## src/rtl/pfx_pkg.sv

```systemverilog
// ----------------------------------------------------------------------------
// pfx_pkg: shared definitions for the postfix expression evaluator
// Symbol codes, operation and status codes, and the control structs that
// pass between the sequencer and the serial arithmetic unit.
// ----------------------------------------------------------------------------
`default_nettype none

package pfx_pkg;

  // Default depth of the operand stack.
  localparam int STACK_DEPTH_DEF = 16;

  // Operand and symbol widths.
  localparam int DATA_W = 32;
  localparam int SYM_W  = 8;
  localparam int CNT_W  = $clog2(DATA_W);

  // Expression characters.
  localparam logic [SYM_W-1:0] SYM_ADD  = 8'd43;
  localparam logic [SYM_W-1:0] SYM_SUB  = 8'd45;
  localparam logic [SYM_W-1:0] SYM_MUL  = 8'd42;
  localparam logic [SYM_W-1:0] SYM_DIV  = 8'd47;
  localparam logic [SYM_W-1:0] SYM_ZERO = 8'd48;

  // Operation codes of the serial unit.
  localparam logic [1:0] OP_ADD = 2'd0;
  localparam logic [1:0] OP_SUB = 2'd1;
  localparam logic [1:0] OP_MUL = 2'd2;
  localparam logic [1:0] OP_DIV = 2'd3;

  // Status codes.
  localparam logic [1:0] ST_OK    = 2'd0;
  localparam logic [1:0] ST_UNDER = 2'd1;
  localparam logic [1:0] ST_OVER  = 2'd2;
  localparam logic [1:0] ST_DIVZ  = 2'd3;

  // Request to the serial unit.
  typedef struct packed {
    logic       start;
    logic [1:0] op;
  } alu_ctl_t;

  // Completion report from the serial unit.
  typedef struct packed {
    logic done;
    logic divz;
  } alu_sts_t;

  // Keep the first recorded error of an expression.
  function automatic logic [1:0] merge_err(input logic [1:0] cur, input logic [1:0] code);
    merge_err = (cur == ST_OK) ? code : cur;
  endfunction

endpackage

`default_nettype wire

```

## src/rtl/pfx_serial_alu.sv

```systemverilog
// ----------------------------------------------------------------------------
// pfx_serial_alu: bit-serial arithmetic unit
// Add and subtract one bit per cycle, multiply by shift and add one
// multiplier bit per cycle, divide by restoring one quotient bit per cycle.
// Every operation passes through a load step, the bit-serial work and a finish
// step; done is raised in the cycle after the finish step.
// ----------------------------------------------------------------------------
`default_nettype none

module pfx_serial_alu (
  input  wire logic                       clk,
  input  wire logic                       rst_n,
  input  wire pfx_pkg::alu_ctl_t          ctl,
  input  wire logic [pfx_pkg::DATA_W-1:0] x,
  input  wire logic [pfx_pkg::DATA_W-1:0] y,
  output pfx_pkg::alu_sts_t               sts,
  output logic [pfx_pkg::DATA_W-1:0]      result
);

  localparam int W = pfx_pkg::DATA_W;

  logic [W-1:0]               a_r, b_r, acc_r, rem_r, res_r;
  logic                       carry_r, neg_r, dz_r, run_r, fin_r, done_r;
  logic [1:0]                 op_r;
  logic [pfx_pkg::CNT_W-1:0]  cnt_r;
  logic [W:0]                 trial;
  logic                       sum_bit, carry_nxt;

  // Serial adder cell and the divider's trial subtraction.
  assign sum_bit   = a_r[0] ^ b_r[0] ^ carry_r;
  assign carry_nxt = (a_r[0] & b_r[0]) | (carry_r & (a_r[0] ^ b_r[0]));
  assign trial     = {rem_r, a_r[W-1]} - {1'b0, b_r};

  // Control: load, run through the bits, then finish.
  always_ff @(posedge clk) begin
    if (!rst_n) begin
      run_r  <= 1'b0;
      fin_r  <= 1'b0;
      done_r <= 1'b0;
    end else begin
      done_r <= fin_r;
      fin_r  <= run_r && (cnt_r == pfx_pkg::CNT_W'(W - 1));
      if (ctl.start) begin
        run_r <= 1'b1;
      end else if (cnt_r == pfx_pkg::CNT_W'(W - 1)) begin
        run_r <= 1'b0;
      end
    end
  end

  // Data path shift registers.
  always_ff @(posedge clk) begin
    if (ctl.start) begin
      op_r    <= ctl.op;
      cnt_r   <= '0;
      acc_r   <= '0;
      rem_r   <= '0;
      neg_r   <= x[W-1] ^ y[W-1];
      dz_r    <= (y == '0);
      carry_r <= (ctl.op == pfx_pkg::OP_SUB);
      if (ctl.op == pfx_pkg::OP_DIV) begin
        a_r <= x[W-1] ? (W'(0) - x) : x;
        b_r <= y[W-1] ? (W'(0) - y) : y;
      end else if (ctl.op == pfx_pkg::OP_SUB) begin
        a_r <= x;
        b_r <= ~y;
      end else begin
        a_r <= x;
        b_r <= y;
      end
    end else if (run_r) begin
      cnt_r <= cnt_r + 1'b1;
      case (op_r)
        pfx_pkg::OP_ADD, pfx_pkg::OP_SUB: begin
          acc_r   <= {sum_bit, acc_r[W-1:1]};
          carry_r <= carry_nxt;
          a_r     <= a_r >> 1;
          b_r     <= b_r >> 1;
        end
        pfx_pkg::OP_MUL: begin
          acc_r <= acc_r + (b_r[0] ? a_r : W'(0));
          a_r   <= a_r << 1;
          b_r   <= b_r >> 1;
        end
        default: begin
          // Restoring division: the dividend shifts out, quotient bits shift in.
          if (!trial[W]) begin
            rem_r <= trial[W-1:0];
            a_r   <= {a_r[W-2:0], 1'b1};
          end else begin
            rem_r <= {rem_r[W-2:0], a_r[W-1]};
            a_r   <= {a_r[W-2:0], 1'b0};
          end
        end
      endcase
    end
  end

  // Result: the sign-corrected quotient, zero after division by zero, or the accumulator.
  always_ff @(posedge clk) begin
    if (fin_r) begin
      if (op_r == pfx_pkg::OP_DIV) begin
        if (dz_r) begin
          res_r <= '0;
        end else begin
          res_r <= neg_r ? (W'(0) - a_r) : a_r;
        end
      end else begin
        res_r <= acc_r;
      end
    end
  end

  assign result   = res_r;
  assign sts.done = done_r;
  assign sts.divz = dz_r && (op_r == pfx_pkg::OP_DIV);

endmodule

`default_nettype wire

```

## src/rtl/postfix_expression_evaluator_top.sv

```systemverilog
// ----------------------------------------------------------------------------
// postfix_expression_evaluator_top: RPN evaluator on an operand stack
// Channel   Ports        Contents
// in        in_t*        tdata[7:0] symbol, tlast last_symbol
// out       out_t*       tdata[31:0] value, tdata[33:32] status
//
// A digit symbol is pushed as it is accepted. An operator is accepted with
// the pop of the right operand, then pops the left operand; the bit-serial
// arithmetic unit then loads, works through the bits and finishes, and the
// result is pushed. The final symbol adds a pop and the output register load.
// Reset empties the stack and clears the status; stack contents are left.
// A waiting result stalls the next expression only when it reaches the output.
// ----------------------------------------------------------------------------
`default_nettype none

module postfix_expression_evaluator_top #(
  parameter int STACK_DEPTH = pfx_pkg::STACK_DEPTH_DEF
) (
  input  wire logic        clk,
  input  wire logic        rst_n,
  input  wire logic        in_tvalid,
  output logic             in_tready,
  input  wire logic [7:0]  in_tdata,   // [7:0] symbol
  input  wire logic        in_tlast,
  output logic             out_tvalid,
  input  wire logic        out_tready,
  output logic [39:0]      out_tdata   // [31:0] value, [33:32] status, rest zero
);

  localparam int W    = pfx_pkg::DATA_W;
  localparam int SP_W = $clog2(STACK_DEPTH + 1);
  localparam int AW   = (STACK_DEPTH > 1) ? $clog2(STACK_DEPTH) : 1;

  localparam logic [2:0] S_IDLE = 3'd0;
  localparam logic [2:0] S_RDY  = 3'd1;
  localparam logic [2:0] S_RDX  = 3'd2;
  localparam logic [2:0] S_CALC = 3'd3;
  localparam logic [2:0] S_FIN  = 3'd4;
  localparam logic [2:0] S_EMIT = 3'd5;

  logic [2:0]       state_r, state_nxt;
  logic [SP_W-1:0]  sp_r, sp_nxt;
  logic [1:0]       err_r, err_nxt;
  logic [1:0]       op_r, op_nxt;
  logic             last_r, last_nxt;
  logic             pend_r, pend_nxt;
  logic [W-1:0]     y_r, y_nxt;
  logic [1:0]       stat_r, stat_nxt;
  logic             out_valid_r, out_valid_nxt;
  logic [W-1:0]     out_value_r;
  logic [1:0]       out_status_r;
  logic             out_load;

  logic [W-1:0]     mem [STACK_DEPTH];
  logic [W-1:0]     mem_q_r;
  logic             rd_en, we;
  logic [AW-1:0]    rd_a, wr_a;
  logic [W-1:0]     wr_d;
  logic [SP_W-1:0]  sp_dec;

  logic             in_xfer, is_op;
  logic [1:0]       sym_op;
  logic [W-1:0]     popped;

  pfx_pkg::alu_ctl_t alu_ctl;
  pfx_pkg::alu_sts_t alu_sts;
  logic [W-1:0]      alu_res;

  pfx_serial_alu u_alu (
    .clk    (clk),
    .rst_n  (rst_n),
    .ctl    (alu_ctl),
    .x      (popped),
    .y      (y_r),
    .sts    (alu_sts),
    .result (alu_res)
  );

  // Symbol decode.
  always_comb begin
    is_op  = 1'b1;
    sym_op = pfx_pkg::OP_ADD;
    case (in_tdata)
      pfx_pkg::SYM_ADD: sym_op = pfx_pkg::OP_ADD;
      pfx_pkg::SYM_SUB: sym_op = pfx_pkg::OP_SUB;
      pfx_pkg::SYM_MUL: sym_op = pfx_pkg::OP_MUL;
      pfx_pkg::SYM_DIV: sym_op = pfx_pkg::OP_DIV;
      default:          is_op  = 1'b0;
    endcase
  end

  assign in_tready = (state_r == S_IDLE);
  assign in_xfer   = in_tvalid && in_tready;
  assign sp_dec    = sp_r - 1'b1;
  assign popped    = pend_r ? mem_q_r : '1;
  assign out_load  = (state_r == S_EMIT) && (!out_valid_r || out_tready);

  // Sequencer: pops, pushes, the arithmetic request, the final pop and the output load.
  always_comb begin
    state_nxt     = state_r;
    sp_nxt        = sp_r;
    err_nxt       = err_r;
    op_nxt        = op_r;
    last_nxt      = last_r;
    pend_nxt      = pend_r;
    y_nxt         = y_r;
    stat_nxt      = stat_r;
    out_valid_nxt = out_valid_r && !out_tready;
    rd_en         = 1'b0;
    rd_a          = sp_dec[AW-1:0];
    we            = 1'b0;
    wr_a          = sp_r[AW-1:0];
    wr_d          = alu_res;
    alu_ctl.start = 1'b0;
    alu_ctl.op    = op_r;

    case (state_r)
      S_IDLE: begin
        if (in_xfer) begin
          last_nxt = in_tlast;
          op_nxt   = sym_op;
          if (is_op) begin
            // Pop the right operand.
            pend_nxt  = (sp_r != '0);
            state_nxt = S_RDY;
            if (sp_r != '0) begin
              rd_en  = 1'b1;
              sp_nxt = sp_dec;
            end else begin
              err_nxt = pfx_pkg::merge_err(err_r, pfx_pkg::ST_UNDER);
            end
          end else begin
            // Push the character code less the digit offset.
            wr_d      = {{(W - pfx_pkg::SYM_W){1'b0}}, in_tdata} - W'(pfx_pkg::SYM_ZERO);
            state_nxt = in_tlast ? S_FIN : S_IDLE;
            if (sp_r < SP_W'(STACK_DEPTH)) begin
              we     = 1'b1;
              sp_nxt = sp_r + 1'b1;
            end else begin
              err_nxt = pfx_pkg::merge_err(err_r, pfx_pkg::ST_OVER);
            end
          end
        end
      end
      S_RDY: begin
        // Latch the right operand and pop the left one.
        y_nxt     = popped;
        pend_nxt  = (sp_r != '0);
        state_nxt = S_RDX;
        if (sp_r != '0) begin
          rd_en  = 1'b1;
          sp_nxt = sp_dec;
        end else begin
          err_nxt = pfx_pkg::merge_err(err_r, pfx_pkg::ST_UNDER);
        end
      end
      S_RDX: begin
        alu_ctl.start = 1'b1;
        state_nxt     = S_CALC;
      end
      S_CALC: begin
        // An operator has popped at least once or found the stack empty,
        // so its push always finds room.
        if (alu_sts.done) begin
          we     = 1'b1;
          sp_nxt = sp_r + 1'b1;
          if (alu_sts.divz) begin
            err_nxt = pfx_pkg::merge_err(err_r, pfx_pkg::ST_DIVZ);
          end
          state_nxt = last_r ? S_FIN : S_IDLE;
        end
      end
      S_FIN: begin
        // Final pop; the stack and the status start over.
        pend_nxt = (sp_r != '0);
        rd_en    = (sp_r != '0);
        stat_nxt = (sp_r != '0) ? err_r : pfx_pkg::merge_err(err_r, pfx_pkg::ST_UNDER);
        sp_nxt    = '0;
        err_nxt   = pfx_pkg::ST_OK;
        state_nxt = S_EMIT;
      end
      S_EMIT: begin
        if (out_load) begin
          out_valid_nxt = 1'b1;
          state_nxt     = S_IDLE;
        end
      end
      default: begin
        state_nxt = S_IDLE;
      end
    endcase
  end

  // Control registers.
  always_ff @(posedge clk) begin
    if (!rst_n) begin
      state_r     <= S_IDLE;
      sp_r        <= '0;
      err_r       <= pfx_pkg::ST_OK;
      out_valid_r <= 1'b0;
    end else begin
      state_r     <= state_nxt;
      sp_r        <= sp_nxt;
      err_r       <= err_nxt;
      out_valid_r <= out_valid_nxt;
    end
  end

  // Payload registers.
  always_ff @(posedge clk) begin
    op_r   <= op_nxt;
    last_r <= last_nxt;
    pend_r <= pend_nxt;
    y_r    <= y_nxt;
    stat_r <= stat_nxt;
    if (out_load) begin
      out_value_r  <= popped;
      out_status_r <= stat_r;
    end
  end

  // Operand stack memory with registered read.
  always_ff @(posedge clk) begin
    if (we) begin
      mem[wr_a] <= wr_d;
    end
    if (rd_en) begin
      mem_q_r <= mem[rd_a];
    end
  end

  assign out_tvalid = out_valid_r;
  assign out_tdata  = {6'd0, out_status_r, out_value_r};

endmodule

`default_nettype wire

```

## config.mk

```make
export PLATFORM = sky130hd
export DESIGN_NAME = postfix_expression_evaluator_top
export DESIGN_NICKNAME = d
export VERILOG_FILES = /design/src/rtl/pfx_pkg.sv /design/src/rtl/pfx_serial_alu.sv /design/src/rtl/postfix_expression_evaluator_top.sv
export SDC_FILE = /design/constraint.sdc
export NUM_CORES = 1
export LEC_CHECK = 0
export ABC_AREA = 0
export BUFFER_PORTS_ARGS = -buffer_cell sky130_fd_sc_hd__buf_2
export CAP_MARGIN = 20
export CORE_MARGIN = 2
export CORE_UTILIZATION = 51
export CTS_CLUSTER_SIZE = 40
export DETAILED_ROUTE_END_ITERATION = 12
export PLACE_DENSITY = 0.69
export SYNTH_ARGS = -nofsm -noshare
export SYNTH_HDL_FRONTEND = slang
export SYNTH_SLANG_ARGS = --single-unit
```

## constraint.sdc

```tcl
create_clock -name clk -period 4.75 [get_ports clk]
set_input_delay 0.475 -clock clk [delete_from_list [all_inputs] [get_ports clk]]
set_output_delay 0.475 -clock clk [all_outputs]
set_load 0.01 [all_outputs]
```

## Word level (Yosys, flattened, before mapping)

Memory sizes are Yosys's and may differ from the RTL's. A register that Yosys moved wholly into a read port is not among the register bits.
Cells that the tools add are included.

- Reduce and logical (&&, ||, !) cells: 33
- Eq/ne operators: 24
- $add $sub $neg: 9
- Bitwise logic cells: 8
- Magnitude comparators: 1
- Multiplexer cells: 69

Operators by type and width:

| cell | count |
|---|---|
| 32-bit two-way mux | 19 |
| 32-bit case mux with 2 select lines | 2 |
| 1-bit by 32-bit subtractor with 32-bit output, first input constant | 3 |
| 33-bit by 32-bit subtractor with 33-bit output | 1 |
| 32-bit adder | 1 |
| 8-bit by 6-bit equality test with 1-bit output, second input constant | 4 |
| 32-bit zero test | 1 |
| 32-bit NOT | 1 |
| 5-bit two-way mux | 5 |
| 1-bit two-way mux | 21 |
| 5-bit case mux with 4 select lines | 1 |
| 2-bit two-way mux | 9 |
| 3-bit two-way mux | 6 |
| 3-bit case mux with 6 select lines | 1 |
| 2-bit nonzero test | 6 |
| 5-bit by 1-bit adder with 5-bit output, second input constant | 2 |
| 2-bit AND reduction | 5 |
| 8-bit by 6-bit subtractor with 9-bit output, second input constant | 1 |
| 2-bit case mux with 4 select lines | 1 |
| 7-bit AND reduction | 1 |
| 2-bit equality test, second input constant | 3 |
| 3-bit by 2-bit equality test with 1-bit output, second input constant | 2 |
| 3-bit equality test, second input constant | 2 |
| 2-bit by 1-bit inequality test with 1-bit output, second input constant | 3 |
| 27 further kinds | 43 |

- Input bits: 13
- Output and inout port bits: 42
- Word-level logic and storage cells: 169
- Register bits: 256
- RAM bits: 512
- Memories: 1

Memories:

| name | depth | width | read ports | clocked after Yosys merged registers in | wr ports | RTL line | RTL |
|---|---|---|---|---|---|---|---|
| mem | 16 | 32 | 1 | 1 | 1 | postfix_expression_evaluator_top.sv:54 | `logic [W-1:0] mem [STACK_DEPTH];` |

## Longest topological paths before layout

- Depth in word-level cells: 8
- Mapped depth: 15
- Mapped depth without buffers: 13

## Cells and area by module

A second synthesis with hierarchy kept.

- Cells, all modules: 2640
- Area, all modules: 37373.3 um2

Modules (own cells, without submodules):

| module | cells an instance | seq. area each (um2) | area an instance (um2) | times used |
|---|---|---|---|---|
| postfix_expression_evaluator_top | 1082 | 18718.0 | 24166.9 | 1 |
| pfx_serial_alu | 1558 | 4474.3 | 13206.4 | 1 |

## Worst setup path after synthesis

OpenSTA, ideal clock, no wires.

- Path type: reg-to-reg
- Start point: register state_r[0]
- End point: register sp_r[2]
- Period minus slack after synthesis: 4.125 ns
- Required time: 4.612 ns
- Slack: 0.625 ns
- Buffers on the path: 0
- Setup time: 0.138 ns
- Cell stages (with the launch flop): 6
- Data arrival time: 3.988 ns
- Cells stage by stage: dfxtp_1 > nor3b_1 > nor3_1 > a32o_1 > a21oi_1 > a211oi_1

- Word-level cells in the longest chain between the ends: 4
- Elaborated cells between the ends (all ways): 11
- Those cells by class: 6 x eq/ne; 1 x mux; 4 x reduce/logical

Ends and longest elaborated chain:

| element | RTL line | RTL |
|---|---|---|
| from (decl) | postfix_expression_evaluator_top.sv:41 | `logic [2:0] state_r, state_nxt;` |
| from (signal assigned) | postfix_expression_evaluator_top.sv:202 | `state_r <= state_nxt;` |
| 3-bit zero test | postfix_expression_evaluator_top.sv:92, postfix_expression_evaluator_top.sv:117 |  |
| 1-bit logical AND | postfix_expression_evaluator_top.sv:93 | `assign in_xfer = in_tvalid && in_tready;` |
| 2-bit by 1-bit inequality test with 1-bit output (no line) | - |  |
| 4-bit AND reduction (no line) | - |  |
| to (signal assigned) | postfix_expression_evaluator_top.sv:203 | `sp_r <= sp_nxt;` |
| to (decl) | postfix_expression_evaluator_top.sv:42 | `logic [SP_W-1:0] sp_r, sp_nxt;` |

Several ways; a longest one is shown, not always the timed one.
A chain may end at the register's enable or synchronous reset.

## Worst setup path after layout

- Start point: register u_alu.a_r[31]
- End point: register u_alu.rem_r[1]

- Word-level cells in the longest chain between the ends: 2

Ends and longest elaborated chain:

| element | RTL line | RTL |
|---|---|---|
| from (decl) | pfx_serial_alu.sv:22 | `logic [W-1:0] a_r, b_r, acc_r, rem_r, res_r;` |
| from (signal assigned) | pfx_serial_alu.sv:62 | `a_r <= x[W-1] ? (W'(0) - x) : x;` |
| from (signal assigned) | pfx_serial_alu.sv:77 | `a_r <= a_r >> 1;` |
| from (signal assigned) | pfx_serial_alu.sv:82 | `a_r <= a_r << 1;` |
| 33-bit by 32-bit subtractor with 33-bit output | pfx_serial_alu.sv:32 | `assign trial = {rem_r, a_r[W-1]} - {1'b0, b_r};` |
| 32-bit two-way mux | pfx_serial_alu.sv:87 | `if (!trial[W]) begin` |
| to (signal assigned) | pfx_serial_alu.sv:88 | `rem_r <= trial[W-1:0];` |
| to (signal assigned) | pfx_serial_alu.sv:91 | `rem_r <= {rem_r[W-2:0], a_r[W-1]};` |
| to (decl) | pfx_serial_alu.sv:22 |  |

No other way between the ends.

==> results.py <==
metrics = {
    "outcome": {
        "outcome": "completed",
    },
    "final_layout": {
        "layout-drive-gt1-share_pct": 15.6,
        "area_growth_syn_to_layout_pct": 11.4,
        "final_common_cell": "edfxtp_1",
        "n_antenna_cell": 0,
        "layout_common_cells": "717 x edfxtp_1, 252 x nand2_1, 192 x o21ai_0",
        "fill_cells": 5544,
        "final_nets": 2786,
    },
    "synthesis": {
        "syn_area_per_cell_um2": 14.0,
        "ys_ff_latch": 800,
        "ys_warn_count": 0,
        "synth-compound-area-share_pct": 8.52,
        "synthFlopType": "edfxtp_1",
        "synth_xor_area_share_pct": 3.55,
        "synth_top_family_by_area": "multiplexers",
        "synth_mux_area_share_pct": 11.4,
        "yosys.area_share.simple_pct": 8.63,
        "async_flop_share_pct": 0,
        "syn_area_um2": 37000,
        "synthAdderAreaFrac_pct": 2.77,
        "synth_cells": 2647,
        "synth_edf_count": 717,
        "synth.distinct_cells": 86,
        "synth-seq-area-share_pct": 62.7,
    },
    "power_and_ir_drop": {
        "p_sw_mw": 7.14,
        "pwr-share-clk_pct": 29.7,
        "power_frac_seq_pct": 41.1,
        "p_per_area_nw_per_um2": 542,
        "ir_drop_uv": 307,
        "internal_power_mw": 15.2,
        "power_frac_comb_pct": 29.2,
        "p_leak_nw": 14.2,
        "power_mw": 22.3,
        "switching_share_pct": 32.0,
    },
    "route": {
        "drc_errors": 0,
        "viasPerCell": 6.10,
        "finalWirelength_um": 90400,
        "firstDrtPassIters": 5,
        "wl_per_cell_um": 24.3,
        "drtIter0Drc": 2491,
        "num_vias": 22600,
        "ant_nets": 0,
    },
    "sta": {
        "hold_ws_ps": 35.9,
        "rsz0062_at_grt": "no",
        "setup_viol": 0,
        "maxSlewViolCount": 0,
        "fmax_mhz": 252,
        "period_needed_ps": 3970,
        "tightest_slew_ps": 1110,
        "finalClockSkew_ps": 26.8,
        "slew_headroom_pct": 26.0,
        "finalHoldViolations": 0,
        "fin_crit_sh_pct": 83.6,
        "tns_ps": 0,
    },
    "clock_tree": {
        "cts_buffers": 85,
        "clock_path_buffers": 3,
        "cts_hold_buf": 0,
        "post_cts_buffers": 0,
        "cts_root_buf": "clkbuf_16",
        "cts_tree": "done",
        "htree_levels": 3,
        "ctsResizeCount": 0,
        "path_clk_slew_ps": 60,
        "clkLatencyLatePin_ps": 650,
        "clkSinkCount": 800,
    },
    "placement": {
        "routabilityCongestion": 0.918,
        "portBuffers": 48,
        "dp_hpwl_um": 58100,
    },
    "critical_path": {
        "required_ps": 5300,
        "regToRegSetupSlack_ps": 780,
        "critPathMaxFanout": 36,
        "path_class": "reg -> reg",
        "cp-end-kind": "register",
        "worst_setup_path_start_kind": "register",
        "cp.arrival_ps": 4530,
    },
    "global_route": {
        "gr-usage-met2_pct": 38.4,
        "first_global_vias": 22100,
        "grtUsageTotal_pct": 24.3,
        "grt_start_max_net_pins": 90,
        "grtUsageMet1_pct": 35.1,
        "busiest_layer": "met2",
        "grt_pass1_wl_um": 137000,
        "globalRoute.totalOverflow": 0,
        "grt_antenna_before_repair": 2,
        "gr-usage-met3_pct": 3.02,
    },
    "floorplan": {
        "die_area_um2": 74700,
        "initial_utilization_pct": 51.6,
        "coreArea_um2": 71600,
        "die_y_um": 273,
        "ioPinCount": 55,
        "rows": 98,
        "die_w_um": 273,
    },
    "job": {
        "cap_violations": 0,
    },
    "min_path": {
        "min_path_type": "in -> reg",
    },
}
-- area by class of cell --
class / count / area [µm²] / area share [%]
well taps: 950 / 1190 / 2.88
repair buffers: 96 / 638 / 1.55
clock buffers: 110 / 2230 / 5.41
inverters: 73 / 274 / 0.665
clock inverters: 48 / 564 / 1.37
multi-input cells: 1637 / 13100 / 31.8
flip-flops and latches: 800 / 23200 / 56.3
-- flip-flops by register name (all words and copies together), names as in the netlist, 2 cells and up --
register      cells
err_r             2
mem             512
mem_q_r          32
op_r              2
out_status_r      2
out_value_r      32
sp_r              5
stat_r            2
state_r           3
u_alu.a_r        32
u_alu.acc_r      32
u_alu.b_r        32
u_alu.cnt_r       5
u_alu.op_r        2
u_alu.rem_r      32
u_alu.result     32
y_r              32
-- stage by stage --
step | utilization, % | area, µm² | std cells | worst slack [ps]
4_1_cts | 57.5 | 41200 | 3713 | 766
3_5_place_dp | 53.6 | 38400 | 3555 | 792
2_1_floorplan | - | 37000 | 2652 | 625
5_1_grt | 57.5 | 41200 | 3714 | 492
3_3_place_gp | 53.6 | 38400 | 3554 | 884
6_report | 57.5 | 41200 | 3714 | 778
-- cells in the mapped netlist (all sizes together) (23+ instances only) --
master / n / share of area (%)
a21oi: 127 / 1.7
nor2b: 23 / 0.39
ha: 77 / 2.6
nand2: 253 / 2.6
a21o: 27 / 0.55
nand3: 27 / 0.37
dfxtp: 83 / 4.5
mux4: 160 / 9.7
clkbuf: 113 / 1.1
edfxtp: 717 / 58
a211oi: 32 / 0.66
buf: 29 / 0.47
and2: 43 / 0.73
o21ai: 199 / 2.7
nand2b: 39 / 0.66
nor2: 137 / 1.4
nor3: 38 / 0.53
inv: 73 / 0.74
xnor2: 74 / 1.8
xor2: 76 / 1.8
mux2i: 58 / 1.6
-- kinds of logic after synthesis --
kind of cell,Yosys count
AO/OA/AOI/OAI,520
XOR/XNOR,150
adder cells (fa/ha/maj),80
buffers and inverters,215
flip-flops,800
multiplexers,222
other,1
AND/OR/NAND/NOR,659
-- power by group through the flow --
stage | logic, mW | registers [mW] | clock network [mW]
after floorplan | 4.87 | 9.04 | 0
after global placement | 6.36 | 9.28 | 0
after detailed placement | 6.44 | 9.31 | 0
after CTS | 6.50 | 9.17 | 6.75
after global routing | 7.04 | 9.24 | 7.01
final | 6.53 | 9.17 | 6.64
-- critical path, stage by stage, from the launching register on --
cell and delay [ps]:
edfxtp_1 480, inv_1 100, ha_1 170, inv_1 60
fa_1 490, a211oi_1 230, o21a_1 230, a21oi_1 130
o211ai_2 240, a21boi_2 110, o21ai_1 250, and2_2 910
mux2i_1 210, a211oi_1 270
-- per-layer routing --
layer | share of wire, % | vias to the layer above
met5 | 0.014 | -
met4 | 3.2 | 2
met3 | 6.8 | 185
met2 | 47 | 969
met1 | 43 | 11300
li1 | - | 10200
-- worst paths after layout --
check	start	end	depth (start not counted)
setup / recovery	u_alu.a_r[31]	u_alu.rem_r[1]	13
hold / removal	in_tlast	last_r	1
setup reg to reg	u_alu.a_r[31]	u_alu.rem_r[1]	13
hold reg to reg	stat_r[1]	out_status_r[1]	0
Note: power is estimated with default switching activity, not from simulation.
